==> config.mk <==
export PLATFORM = sky130hd
export DESIGN_NAME = cubic_bezier_split_flatness_core
export DESIGN_NICKNAME = d
export VERILOG_FILES = /design/src/bzf_pkg.sv /design/src/bzf_cfg.sv /design/src/bzf_split.sv /design/src/bzf_flat.sv /design/src/cubic_bezier_split_flatness_core.sv
export SDC_FILE = /design/constraint.sdc
export NUM_CORES = 2
export LEC_CHECK = 0
export BUFFER_PORTS_ARGS = -buffer_cell sky130_fd_sc_hd__buf_2
export CAP_MARGIN = 40
export CORE_ASPECT_RATIO = 0.8
export CORE_MARGIN = 10
export CORE_UTILIZATION = 41
export DETAILED_ROUTE_END_ITERATION = 6
export PLACE_DENSITY_LB_ADDON = 0.12
export SLEW_MARGIN = 20
export SYNTH_ARGS = -nofsm -noshare
export SYNTH_HDL_FRONTEND = slang
export SYNTH_SLANG_ARGS = --single-unit
==> constraint.sdc <==
create_clock -name clk -period 17.97 [get_ports clk]
set_input_delay 0.8985 -clock clk [delete_from_list [all_inputs] [get_ports clk]]
set_output_delay 0.8985 -clock clk [all_outputs]
set_load 0.01 [all_outputs]
==> src/bzf_pkg.sv <==
`timescale 1ns / 1ps

package bzf_pkg;

    localparam int COORD_W = 32;
    localparam int TOL_W   = 30;
    localparam int IDX_W   = 1;

    localparam logic [TOL_W-1:0] TOL_RESET    = 30'd65536;
    localparam logic [IDX_W-1:0] REG_FLAT_TOL = 1'b0;

    typedef logic signed [COORD_W-1:0] coord_t;
    typedef logic [COORD_W:0]          diff_t;
    typedef logic [COORD_W-1:0]        mag_t;
    typedef logic [TOL_W-1:0]          tol_t;

    typedef struct packed {
        coord_t y;
        coord_t x;
    } pt_t;

    typedef struct packed {
        pt_t p3;
        pt_t p2;
        pt_t p1;
        pt_t p0;
    } span_t;

    typedef struct packed {
        pt_t right_c2;
        pt_t right_c1;
        pt_t split;
        pt_t left_c2;
        pt_t left_c1;
    } halves_t;

    typedef struct packed {
        logic adv1;
        logic adv2;
        logic adv3;
    } pipe_ctl_t;

    function automatic coord_t avg(input coord_t a, input coord_t b);
        logic [COORD_W:0] sum;
        begin
            sum = {a[COORD_W-1], a} + {b[COORD_W-1], b};
            avg = sum[COORD_W:1];
        end
    endfunction

    function automatic pt_t mid(input pt_t a, input pt_t b);
        pt_t r;
        begin
            r.x = avg(a.x, b.x);
            r.y = avg(a.y, b.y);
            mid = r;
        end
    endfunction

    function automatic diff_t sub(input coord_t a, input coord_t b);
        sub = {a[COORD_W-1], a} - {b[COORD_W-1], b};
    endfunction

    function automatic mag_t mag(input diff_t d);
        diff_t n;
        begin
            n = d[COORD_W] ? (~d + 1'b1) : d;
            mag = n[COORD_W-1:0];
        end
    endfunction

endpackage

==> src/bzf_cfg.sv <==
`timescale 1ns / 1ps

module bzf_cfg
(
    input  logic                  clk,
    input  logic                  rst_n,
    input  logic                  psel,
    input  logic                  penable,
    input  logic                  pwrite,
    input  logic [2:0]            paddr,
    input  logic [31:0]           pwdata,
    output logic [31:0]           prdata,
    output logic                  pready,
    output bzf_pkg::tol_t         flat_tolerance
);

    bzf_pkg::tol_t tol_reg;
    logic [bzf_pkg::IDX_W-1:0] index;
    logic write_hit;

    assign pready    = 1'b1;
    assign index     = paddr[2:2];
    assign write_hit = psel && penable && pwrite && pready && (index == bzf_pkg::REG_FLAT_TOL);

    always_ff @(posedge clk or negedge rst_n)
    begin
        if (!rst_n)
        begin
            tol_reg <= bzf_pkg::TOL_RESET;
        end
        else if (write_hit)
        begin
            tol_reg <= pwdata[bzf_pkg::TOL_W-1:0];
        end
    end

    always_comb
    begin
        unique case (index)
            bzf_pkg::REG_FLAT_TOL: prdata = {{(32 - bzf_pkg::TOL_W){1'b0}}, tol_reg};
            default:               prdata = 32'd0;
        endcase
    end

    assign flat_tolerance = tol_reg;

endmodule

==> src/bzf_split.sv <==
`timescale 1ns / 1ps

module bzf_split
(
    input  logic               clk,
    input  bzf_pkg::pipe_ctl_t ctl,
    input  bzf_pkg::span_t     span,
    output bzf_pkg::halves_t   halves
);

    bzf_pkg::pt_t m01_reg;
    bzf_pkg::pt_t m12_reg;
    bzf_pkg::pt_t m23_reg;
    bzf_pkg::pt_t lc1_reg;
    bzf_pkg::pt_t c_reg;
    bzf_pkg::pt_t r_reg;
    bzf_pkg::pt_t rc2_reg;
    bzf_pkg::halves_t out_reg;

    always_ff @(posedge clk)
    begin
        if (ctl.adv1)
        begin
            m01_reg <= bzf_pkg::mid(span.p0, span.p1);
            m12_reg <= bzf_pkg::mid(span.p1, span.p2);
            m23_reg <= bzf_pkg::mid(span.p2, span.p3);
        end
        if (ctl.adv2)
        begin
            lc1_reg <= m01_reg;
            c_reg   <= bzf_pkg::mid(m01_reg, m12_reg);
            r_reg   <= bzf_pkg::mid(m12_reg, m23_reg);
            rc2_reg <= m23_reg;
        end
        if (ctl.adv3)
        begin
            out_reg.left_c1  <= lc1_reg;
            out_reg.left_c2  <= c_reg;
            out_reg.split    <= bzf_pkg::mid(c_reg, r_reg);
            out_reg.right_c1 <= r_reg;
            out_reg.right_c2 <= rc2_reg;
        end
    end

    assign halves = out_reg;

endmodule

==> src/bzf_flat.sv <==
`timescale 1ns / 1ps

module bzf_flat
(
    input  logic               clk,
    input  bzf_pkg::pipe_ctl_t ctl,
    input  bzf_pkg::span_t     span,
    input  bzf_pkg::tol_t      flat_tolerance,
    output logic               is_flat
);

    localparam int NSTEP = 6;

    bzf_pkg::diff_t diff_reg [NSTEP];
    bzf_pkg::diff_t cdx_reg;
    bzf_pkg::diff_t cdy_reg;
    bzf_pkg::mag_t  step_reg [NSTEP];
    bzf_pkg::mag_t  dx_reg;
    bzf_pkg::mag_t  dy_reg;
    logic           flat_reg;

    bzf_pkg::mag_t  eps;
    bzf_pkg::mag_t  eps4;
    logic           diag;
    logic           ok1;
    logic           ok4;
    logic           flat_next;

    always_ff @(posedge clk)
    begin
        if (ctl.adv1)
        begin
            diff_reg[0] <= bzf_pkg::sub(span.p1.x, span.p0.x);
            diff_reg[1] <= bzf_pkg::sub(span.p1.y, span.p0.y);
            diff_reg[2] <= bzf_pkg::sub(span.p2.x, span.p1.x);
            diff_reg[3] <= bzf_pkg::sub(span.p2.y, span.p1.y);
            diff_reg[4] <= bzf_pkg::sub(span.p3.x, span.p2.x);
            diff_reg[5] <= bzf_pkg::sub(span.p3.y, span.p2.y);
            cdx_reg     <= bzf_pkg::sub(span.p3.x, span.p0.x);
            cdy_reg     <= bzf_pkg::sub(span.p3.y, span.p0.y);
        end
        if (ctl.adv2)
        begin
            for (int i = 0; i < NSTEP; i++)
            begin
                step_reg[i] <= bzf_pkg::mag(diff_reg[i]);
            end
            dx_reg <= bzf_pkg::mag(cdx_reg);
            dy_reg <= bzf_pkg::mag(cdy_reg);
        end
        if (ctl.adv3)
        begin
            flat_reg <= flat_next;
        end
    end

    // The chord counts as near-diagonal when each axis is less than twice the other.
    always_comb
    begin
        eps  = {2'b00, flat_tolerance};
        eps4 = {flat_tolerance, 2'b00};
        diag = ((dy_reg > dx_reg) && ({1'b0, dy_reg} < {dx_reg, 1'b0}))
            || ((dy_reg <= dx_reg) && ({dy_reg, 1'b0} > {1'b0, dx_reg}));
        ok1  = 1'b1;
        ok4  = 1'b1;
        for (int i = 0; i < NSTEP; i++)
        begin
            if (step_reg[i] > eps)
            begin
                ok1 = 1'b0;
            end
            if (step_reg[i] > eps4)
            begin
                ok4 = 1'b0;
            end
        end
        flat_next = diag ? ok4 : ok1;
    end

    assign is_flat = flat_reg;

endmodule

==> src/cubic_bezier_split_flatness_core.sv <==
`timescale 1ns / 1ps

// Splits one cubic Bezier span (four 16.16 signed control points) at its
// midpoint and flags whether the span is flat enough to stop subdividing.
// The block takes one span every clock cycle while the output is not
// stalled and passes it through a three-stage pipeline whose last stage is
// the output register; a stalled output holds the pipeline
// without loss. The left half is p0, left_c1, left_c2, split and the right
// half is split, right_c1, right_c2, p3, so the endpoints are not returned.
// The flatness tolerance register sits at byte address 0 of the APB port and
// should be written only while no span is in flight.

module cubic_bezier_split_flatness_core
(
    input  logic         clk,
    input  logic         rst_n,

    input  logic         psel,
    input  logic         penable,
    input  logic         pwrite,
    input  logic [2:0]   paddr,
    input  logic [31:0]  pwdata,
    output logic [31:0]  prdata,
    output logic         pready,

    input  logic         s_tvalid,
    output logic         s_tready,
    // p0_x, p0_y, p1_x, p1_y, p2_x, p2_y, p3_x, p3_y
    input  logic [255:0] s_tdata,

    output logic         m_tvalid,
    input  logic         m_tready,
    // left_c1_x, left_c1_y, left_c2_x, left_c2_y, split_x, split_y,
    // right_c1_x, right_c1_y, right_c2_x, right_c2_y
    output logic [319:0] m_tdata,
    // is_flat
    output logic [0:0]   m_tuser
);

    bzf_pkg::pipe_ctl_t ctl;
    bzf_pkg::span_t     span;
    bzf_pkg::halves_t   halves;
    bzf_pkg::tol_t      flat_tolerance;
    logic               is_flat;

    logic v1_reg;
    logic v2_reg;
    logic v3_reg;

    always_comb
    begin
        ctl.adv3 = !v3_reg || m_tready;
        ctl.adv2 = !v2_reg || ctl.adv3;
        ctl.adv1 = !v1_reg || ctl.adv2;
    end

    always_ff @(posedge clk or negedge rst_n)
    begin
        if (!rst_n)
        begin
            v1_reg <= 1'b0;
            v2_reg <= 1'b0;
            v3_reg <= 1'b0;
        end
        else
        begin
            if (ctl.adv1)
            begin
                v1_reg <= s_tvalid;
            end
            if (ctl.adv2)
            begin
                v2_reg <= v1_reg;
            end
            if (ctl.adv3)
            begin
                v3_reg <= v2_reg;
            end
        end
    end

    assign span     = s_tdata;
    assign s_tready = ctl.adv1;
    assign m_tvalid = v3_reg;
    assign m_tdata  = halves;
    assign m_tuser  = is_flat;

    bzf_cfg u_cfg
    (
        .clk            (clk),
        .rst_n          (rst_n),
        .psel           (psel),
        .penable        (penable),
        .pwrite         (pwrite),
        .paddr          (paddr),
        .pwdata         (pwdata),
        .prdata         (prdata),
        .pready         (pready),
        .flat_tolerance (flat_tolerance)
    );

    bzf_split u_split
    (
        .clk    (clk),
        .ctl    (ctl),
        .span   (span),
        .halves (halves)
    );

    bzf_flat u_flat
    (
        .clk            (clk),
        .ctl            (ctl),
        .span           (span),
        .flat_tolerance (flat_tolerance),
        .is_flat        (is_flat)
    );

    a_empty_out_accepts: assert property (@(posedge clk) disable iff (!rst_n)
        !m_tvalid |-> s_tready)
        else $error("input blocked while the output stage is empty");

    a_full_blocks: assert property (@(posedge clk) disable iff (!rst_n)
        v1_reg && v2_reg && m_tvalid && !m_tready |-> !s_tready)
        else $error("request accepted into a full, stalled pipeline");

    a_latency: assert property (@(posedge clk) disable iff (!rst_n)
        s_tvalid && s_tready ##1 m_tready ##1 m_tready |=> m_tvalid)
        else $error("accepted request did not reach the output in three cycles");

endmodule
==> results.sh <==
export IMPL_synth_warnings=0
export IMPL_nFillCells=19300
export IMPL_pin_count_of_the_biggest_net_entering_global_routing=167
export IMPL_areaGrowthSynthToFinish_pct=14.4
export IMPL_wire_length_of_the_first_global_routing_pass_um=434000
export IMPL_floorplan_core_area_um2=209000
export IMPL_grt_setup_unrepaired="no"
export IMPL_yosys_most_used_dff="sky130_fd_sc_hd__edfxtp_1"
export IMPL_netlist_top_cells_area="sky130_fd_sc_hd__edfxtp_1 45%, sky130_fd_sc_hd__ha_1 16%, sky130_fd_sc_hd__xnor2_1 6.6%"
export IMPL_drc=0
export IMPL_insertion_delay_ps=830
export IMPL_max_slew_violations=0
export IMPL_synth_area_um2=86100
export IMPL_worst_r2r_cell_count=10
export IMPL_status="finished clean"
export IMPL_routed_wirelength_um=305000
export IMPL_worstSetupStartpointType="register"
export IMPL_post_cts_setup_buffer_count=0
export IMPL_min_delay_start="s_tvalid"
export IMPL_final_seq_area_um2=39500
export IMPL_postPlaceCellArea_um2=93200
export IMPL_grt_use_total_pct=25.4
export IMPL_syn_inst_count=7893
export IMPL_timing_rr_end="u_split.r_reg[27]$_DFFE_PP_"
export IMPL_synth_avg_cell_area_um2=10.9
export IMPL_fp_dieH_um=430
export IMPL_ys_seq_area_share_pct=45.9
export IMPL_avgViaCountPerCell=5.67
export IMPL_synthDominantCellAreaShare_pct=44.9
export IMPL_power_leakage_uw=0.0409
export IMPL_worst_pin_slew_ps=1050
export IMPL_worst_hold_path_endpoint="v1_reg$_DFFE_PN0P_"
export IMPL_post_route_standard_cell_area_excluding_fillers_um2=98500
export IMPL_global_route_usage_met2_pct=35.5
export IMPL_num_nets_final=10100
export IMPL_post_dp_hpwl_um=248000
export IMPL_io_buffers=646
export IMPL_io_pin_count=654
export IMPL_synth_async_reset_ratio_pct=2.50
export IMPL_synth_edf_count=1289
export IMPL_gp_congestion=0.938
export IMPL_grt_use_met1_pct=39.6
export IMPL_max_freq_mhz=203
export IMPL_cts_sinks=1322
export IMPL_synth_largest_area_cell="sky130_fd_sc_hd__edfxtp_1"
export IMPL_area_occupied_by_multi_input_gates_um2=43800
export IMPL_final_hold_violation_count=0
export IMPL_crit_arrival_ps=5540
export IMPL_ff2ff_setup_slack_ps=13050
export IMPL_drive_gt1_share_pct=12.5
export IMPL_grt_antenna_before_repair=60
export IMPL_p_total_uw=14300
export IMPL_timing_final_crit_share_pct=27.4
export IMPL_num_vias=65800
export IMPL_relSlewSlack_pct=30.3
export IMPL_drt_first_pass_iters=5
export IMPL_power_per_cell_area_nw_per_um2=145
export IMPL_floorplan_initialDensity_pct=41.2
export IMPL_met3_usage_pct=6.54
export IMPL_tritoncts_num_buffers=150
export IMPL_required_time_at_the_worst_slack_endpoint_ps=18590
export IMPL_global_route_overflow_total=0
export IMPL_timing_hold_worst_class="input port to register"
export IMPL_die_width_um=532
export IMPL_final_setup_viol_count=0
export IMPL_timing_final_crit_period_ps=4920
export IMPL_largest_register_ff_count=320
export IMPL_placement_rows=150
export IMPL_vdd_ir_drop_max_mv=0.103
export IMPL_floorplan_die_area_um2=229000
export IMPL_worst_setup_path_type="register to register"
export IMPL_top_usage_layer="met1"
export IMPL_tritoncts="yes"
export IMPL_critPathMaxFanout=4
export IMPL_cts_path_max_buffers=3
export IMPL_critical_path_reg2reg_startpoint="u_split.m12_reg[2]$_DFFE_PP_"
export IMPL_postSynthRegisterBits=1322
export IMPL_max_cap_violations=0
export IMPL_htreeDepth=4
export IMPL_detail_route_antenna_nets=0
export IMPL_via_count_of_the_first_global_routing_pass=61700
export IMPL_first_iter_violations=6485
export IMPL_worst_setup_path_end_kind="register"
export IMPL_fin_skew_ps=34.1
export IMPL_routedWlPerCell_um=26.2
export IMPL_clk_pin_slew_ps=60
export IMPL_master_cell_of_the_clock_root_buffer="sky130_fd_sc_hd__clkbuf_16"
export IMPL_min_path_cells=2
export IMPL_distinct_cells_synth=83
==> cell families (layout without fill, tap and decap cells) <==
group | Yosys count | count (layout) | share of synthesized area (%)
adders and majority gates | 1115 | 1115 | 16.4
other | 2 | 23 | 0.00872
muxes | 36 | 36 | 0.462
and+or+nand+nor | 1785 | 1785 | 10.3
buffers and inverters | 747 | 1630 | 3.27
AOI/OAI and AO/OA | 2107 | 2107 | 15.7
xor gates and xnor gates | 779 | 779 | 7.92
DFF | 1322 | 1322 | 45.9
==> Yosys cell counts (126+ instances only) <==
cell type and number:
sky130_fd_sc_hd__edfxtp_1 1289, sky130_fd_sc_hd__a21o_1 263, sky130_fd_sc_hd__nor3_1 131, sky130_fd_sc_hd__nand2_1 334, sky130_fd_sc_hd__xor2_1 126, sky130_fd_sc_hd__o21ai_0 427, sky130_fd_sc_hd__clkbuf_1 155, sky130_fd_sc_hd__xnor2_1 653
sky130_fd_sc_hd__nor2_1 562, sky130_fd_sc_hd__a21oi_1 624, sky130_fd_sc_hd__inv_1 582, sky130_fd_sc_hd__ha_1 1095
==> worst max path at each step <==
stage | to | start | depth (start not counted)
CTS | u_split.r_reg[27]$_DFFE_PP_ | u_split.m12_reg[2]$_DFFE_PP_ | 10
floorplan | u_flat.cdx_reg[0]$_DFFE_PP_ | m_tready | 1
global placement | u_flat.is_flat$_DFFE_PP_ | u_cfg.flat_tolerance[29]$_DFFE_PN0P_ | 11
global route | u_split.r_reg[27]$_DFFE_PP_ | u_split.m23_reg[2]$_DFFE_PP_ | 10
detailed placement | u_flat.diff_reg[1][32]$_DFFE_PP_ | s_tdata[96] | 14
finish | u_split.r_reg[27]$_DFFE_PP_ | u_split.m12_reg[2]$_DFFE_PP_ | 10
==> per-stage QoR <==
step	utilization, %	std cells	setup TNS, ps	worst slack [ps]	hold WS, ps
finish	47.2	11600	0	13050	290
global route	47.2	11600	0	12920	242
CTS	47.0	11600	0	13120	204
detailed placement	44.6	11300	0	12610	405
global placement	44.5	11300	0	12510	405
floorplan	-	7894	-378300	-830	400
==> power breakdown <==
part,total (µW),internal [µW],switching (µW)
logic,5780,2310,3460
registers,5340,4720,614
clock network,3160,1770,1390
==> layer usage <==
metal / routed length (µm) / share of wire (%)
met2: 122000 / 40
met1: 152000 / 50
met5: 103 / 0.034
met4: 5080 / 1.7
met3: 25400 / 8.3
==> placed cells by master, fill, tap and decap left out, types with 68 or more instances in the layout <==
master,instances
sky130_fd_sc_hd__nand3_1,80
sky130_fd_sc_hd__buf_2,658
sky130_fd_sc_hd__o21a_1,109
sky130_fd_sc_hd__nand2b_1,113
sky130_fd_sc_hd__nor2b_1,100
sky130_fd_sc_hd__o31ai_1,117
sky130_fd_sc_hd__nand4_1,121
sky130_fd_sc_hd__xnor2_1,653
sky130_fd_sc_hd__nor3_1,131
sky130_fd_sc_hd__o21bai_1,91
sky130_fd_sc_hd__clkbuf_16,151
sky130_fd_sc_hd__o21ai_0,427
sky130_fd_sc_hd__buf_4,92
sky130_fd_sc_hd__or3_1,84
sky130_fd_sc_hd__nand2_1,334
sky130_fd_sc_hd__inv_1,582
sky130_fd_sc_hd__a21o_1,263
sky130_fd_sc_hd__edfxtp_1,1289
sky130_fd_sc_hd__a21oi_1,624
sky130_fd_sc_hd__xor2_1,126
sky130_fd_sc_hd__nor2_1,562
sky130_fd_sc_hd__ha_1,1095
sky130_fd_sc_hd__a211oi_1,68
==> critical path: stages (launching register included) <==
cell and delay, ps:
sky130_fd_sc_hd__edfxtp_1 420, sky130_fd_sc_hd__ha_1 350, sky130_fd_sc_hd__nor2b_1 160, sky130_fd_sc_hd__o31a_1 290
sky130_fd_sc_hd__o41ai_1 590, sky130_fd_sc_hd__a21oi_1 470, sky130_fd_sc_hd__a2111oi_2 870, sky130_fd_sc_hd__o31ai_1 300
sky130_fd_sc_hd__o32ai_1 640, sky130_fd_sc_hd__o21ai_0 280, sky130_fd_sc_hd__xnor2_1 340
==> layout make-up <==
type | count | share of cell area, %
antenna | 20 | 0.0508
clock buffer | 177 | 3.96
clock inverter | 95 | 1.12
inverter | 583 | 2.22
multi-input combinational | 5825 | 44.5
sequential | 1322 | 40.1
tap | 2812 | 3.57
timing repair buffer | 775 | 4.46
==> timing repair <==
| item | 4_1_cts | 5_1_grt |
|---|---|---|
| gates resized for setup | 0 | 0 |
| hold buffers | 0 | 1 |
| hold endpoints to repair | 0 | 10 |
No activity file was read; power rests on OpenSTA's default activity.
